===== src/design/boxds_div.sv =====
// ----------------------------------------------------------------------------
// boxds_div
// Restoring divider, one quotient bit per cycle, shared by averages and edges.
// ----------------------------------------------------------------------------
module boxds_div #(
  parameter int unsigned NW = 34,
  parameter int unsigned DW = 28
) (
  input  logic          clk_i,
  input  logic          rst_ni,
  input  logic          start_i,
  input  logic [NW-1:0] dividend_i,
  input  logic [DW-1:0] divisor_i,
  output logic          done_o,
  output logic [NW-1:0] quotient_o
);

  localparam int unsigned CW = $clog2(NW + 1);

  logic [CW-1:0] cnt_q, cnt_d;
  logic [DW-1:0] rem_q, rem_d;
  logic [NW-1:0] quo_q, quo_d;
  logic [DW-1:0] dvs_q, dvs_d;
  logic          done_q, done_d;
  logic [DW:0]   trial;
  logic          fits;

  // one shift and subtract step
  always_comb begin
    trial = {rem_q, quo_q[NW-1]};
    fits  = trial >= {1'b0, dvs_q};
  end

  always_comb begin
    cnt_d  = cnt_q;
    rem_d  = rem_q;
    quo_d  = quo_q;
    dvs_d  = dvs_q;
    done_d = 1'b0;
    if (start_i) begin
      cnt_d = CW'(NW);
      rem_d = '0;
      quo_d = dividend_i;
      dvs_d = divisor_i;
    end else if (cnt_q != '0) begin
      cnt_d = cnt_q - 1'b1;
      rem_d = fits ? DW'(trial - {1'b0, dvs_q}) : DW'(trial);
      quo_d = {quo_q[NW-2:0], fits};
      done_d = (cnt_q == CW'(1));
    end
  end

  always_ff @(posedge clk_i or negedge rst_ni) begin
    if (!rst_ni) begin
      cnt_q  <= '0;
      done_q <= 1'b0;
    end else begin
      cnt_q  <= cnt_d;
      done_q <= done_d;
    end
  end

  always_ff @(posedge clk_i) begin
    rem_q <= rem_d;
    quo_q <= quo_d;
    dvs_q <= dvs_d;
  end

  assign done_o     = done_q;
  assign quotient_o = quo_q;

endmodule


===== config.mk =====
export PLATFORM = sky130hd
export DESIGN_NAME = boxds_div
export DESIGN_NICKNAME = d
export VERILOG_FILES = /design/src/design/boxds_div.sv
export SDC_FILE = /design/constraint.sdc
export NUM_CORES = 1
export LEC_CHECK = 0
export ABC_AREA = 1
export BUFFER_PORTS_ARGS = -buffer_cell sky130_fd_sc_hd__buf_2
export CORE_MARGIN = 2
export CORE_UTILIZATION = 55
export DETAILED_ROUTE_END_ITERATION = 8
export PLACE_DENSITY = 0.78
export SYNTH_ARGS = -nofsm -noshare
export SYNTH_HDL_FRONTEND = slang
export SYNTH_SLANG_ARGS = --single-unit

===== constraint.sdc =====
create_clock -name clk_i -period 7.4 [get_ports clk_i]
set_input_delay 1.11 -clock clk_i [delete_from_list [all_inputs] [get_ports clk_i]]
set_output_delay 1.11 -clock clk_i [all_outputs]
set_load 0.02 [all_outputs]

==> results.md <==
- Area grow syn2layout: 12.8%
- Final WL: 14400 microns
- Slew margin rel.: 0.401
- Drc violations: 0
- DRT antenna net count: 0
- Worst Path Required: ~7.5 ns
- CTS resizes: 0
- Final setup viols: 0
- Global placer's final weighted congestion: 0.959
- Diode count: 0
- Sequential share of power: 0.535
- Worst-path clk slew: 0.11 ns
- Synth area leader: edfxtp_1
- Post-Synth Simple-Gate Area: 0.349
- Register area: 2600 sq um
- Synth Area in Compound Gates: 0.0387
- Largest cells by area after synthesis: edfxtp_1 (30%), nand2_1 (21%), dfxtp_1 (9.1%)
- First-pass GRT wire length: 23900 microns
- DP Area: 6730 sq um
- Num rows: 38
- Tcrit/Tclk final: 0.413
- Share of cells above drive strength 1: 0.147
- Final slew viol count: 0
- Initial DRC count: about 400
- Mapped Avg Cell Area: roughly 7 sq um
- Multiplexer share of the synthesized area: 0
- Die Footprint: 12000 sq um
- CP startpoint: start_i
- Area of the multi-input gates: ~2900 sq um
- Number of fill cells in the layout: 987
- Sequential share of the synthesized area: 0.423
- Worst slew pin tran: roughly 0.90 ns
- Primary FF master, synth: edfxtp_1
- Number of flops mapped to enable cells by yosys: 62
- Largest net degree at the start of global routing: 64
- Nets: roughly 1000
- Number of synthesized register bits: 97
- Final Hold Viols: 0
- CTS tree: built
- CORE AREA: 10900 sq um
- Placed wire-length estimate: roughly 11000 microns
- Distinct cells, synth: 41
- Logic pwr share: 0.174
- Number of global-route vias before repair: 5162
- # IOs: 100
- Sw Share: 0.313
- Min-Delay Startpoint: rem_q[17]
- Setup CP Type: in -> reg
- Minimum clock period: 3.06 ns
- Setup TNS: 0 ns
- Max Freq: 0.327 GHz
- Post-layout util: 0.636
- Post-synthesis net count: 953
- Worst ir drop on vdd: ~0.00014 V
- Pint: 0.000824 W
- Routed len/inst: 13.2 microns
- Drt pass-1 iters: 5
- Leakage: around 3.7 nW
- Die Y: 110 microns
- Clk Latency, worst-skew pair: roughly 0.40 ns
- Via count: 5511
- Fin cells: between 1000 and 1500
- All-layer global routing usage: 0.258
- Number of buffers added on ports: 99
- Post-synthesis adder-cell area fraction: 0.0644
- Crit path max fanout: 63
- Total global routing overflow: 0
- RSZ-0062 raised after global routing: false
- Die X: between 100 and 150 microns
- Psw: 0.000375 W
- Clk pwr share: 0.292
- Hold Crit Class: reg -> reg
- Synthesized area: approximately 6100 sq um
- H-tree Lvls: 3
- Reg2Reg Setup Slack: 4.56 ns
- Post-Syn Instances: 857
- Initial Util: 0.564
- Max-cap violations: 0
- Power per cell area: 173 nW/um^2
- Crit Reg-Reg Startpoint: dvs_q[1]
- Maximum clock insertion buffer count: 2
- Vias per cell: 5.02
- CTS Buf Count: 9
- Initial antenna violation count: 0
- Post-CTS Setup Inserts: 0
- CTS hold repair buffers: 0
- CP arrival: 3.11 ns
- Combinational family with the most area after synthesis: simple AND/OR/NAND/NOR gates
- Placed insts: 1081
- Post-synth top area share: 0.303
- Number of synthesis warnings: 0
- Worst Skew: between 0.01 and 0.015 ns
- Fin area: 6930 sq um
- Root buf cell: clkbuf_8
- XOR/XNOR share of the synthesized area: 0.0185
- Total clock sinks: 97
- Status: finished, final reports clean
- Post-synth ARST share: 0.0722
- CP Capture Type: flop
- CP Launch Type: input pin
==> metrics by stage <==
| stage | worst slack (ns) | power (W) | hold WS, ns |
|---|---|---|---|
| 6_report | 4.34 | 0.00120 | 0.474 |
| 5_1_grt | 4.05 | 0.00125 | 0.502 |
| 4_1_cts | 4.34 | 0.00120 | 0.476 |
| 3_5_place_dp | 3.89 | 0.000860 | 0.460 |
| 3_3_place_gp | 3.95 | 0.000856 | 0.461 |
| 2_1_floorplan | 4.11 | 0.000786 | 0.444 |
==> sequential cells by signal, summed over array words and instances (netlist names) <==
register	count
quotient_o	34
dvs_q	28
rem_q	28
cnt_q	6
done_o	1
==> Yosys cell counts, types with 2 or more instances <==
cell	count
nand2_1	341
inv_1	140
nand3_1	71
edfxtp_1	62
nor2_1	59
ha_1	30
dfxtp_1	28
a21oi_1	17
o21ai_0	14
xnor2_1	10
clkbuf_1	8
dfrtp_1	7
nand3_2	7
nand4_1	7
nor2_2	7
nand3b_1	6
nor3_1	4
buf_1	3
buf_2	3
inv_2	3
xor2_1	3
a31oi_1	2
and2_1	2
buf_4	2
buf_6	2
clkinv_1	2
nor3_2	2
o21ai_1	2
==> critical path: stages <==
cell and delay [ns]:
buf_2 0.07, buf_4 0.55, inv_1 0.13, buf_4 0.27, nand3_1 0.15, nor2_1 0.05, buf_4 0.20, inv_1 0.07
buf_4 0.44
==> logic make-up after synthesis <==
kind of cell / count (synthesis)
and+or+nand+nor: 511
AOI/OAI and AO/OA: 41
xor gates and xnor gates: 13
buffers and inverters: 164
DFF: 97
adders and majority gates: 31
==> placed cells by master, fill, tap and decap left out, types with 9 or more instances in the layout <==
cell / synthesis / layout
a21oi_1: 17 / 17
buf_2: 3 / 99
clkbuf_8: 0 / 9
dfxtp_1: 28 / 28
edfxtp_1: 62 / 62
ha_1: 30 / 30
inv_1: 140 / 140
nand2_1: 341 / 341
nand3_1: 71 / 71
nor2_1: 59 / 59
o21ai_0: 14 / 14
xnor2_1: 10 / 10
==> cell type report <==
cell class | instances | area share
Timing Repair Buffer | 103 | 0.0759
Multi-Input combinational cell | 596 | 0.418
Tap cell | 140 | 0.0253
Inverter | 145 | 0.0786
Sequential cell | 97 | 0.375
Clock inverter | 7 | 0.00976
Clock buffer | 9 | 0.0179
==> worst paths after layout <==
path                                   to  depth (start not counted)
min in group asynchronous        cnt_q[3]                          1
min                             rem_q[17]                          2
max in group asynchronous        cnt_q[0]                          1
max                        quotient_o[33]                          9
min reg2reg                     rem_q[17]                          2
max reg2reg                     rem_q[25]                         13
==> metal layers <==
metal | vias up | wire, microns | GRT usage
met1 | 2438 | 6570 | 0.354
met3 | 26 | 1030 | 0.0545
li1 | 2865 | - | -
met2 | 182 | 6560 | 0.408
met4 | 0 | 276 | 0.0823
met5 | - | 0 | 0
==> power groups by stage <==
stage / clock (W) / combinational [W] / sequential, W
CTS: 0.000354 / 0.000208 / 0.000641
floorplan: 0 / 0.000110 / 0.000676
detailed placement: 0 / 0.000208 / 0.000651
finish: 0.000350 / 0.000208 / 0.000641
global route: 0.000375 / 0.000233 / 0.000645
global placement: 0 / 0.000204 / 0.000652
No activity file was read; power rests on OpenSTA's default activity.
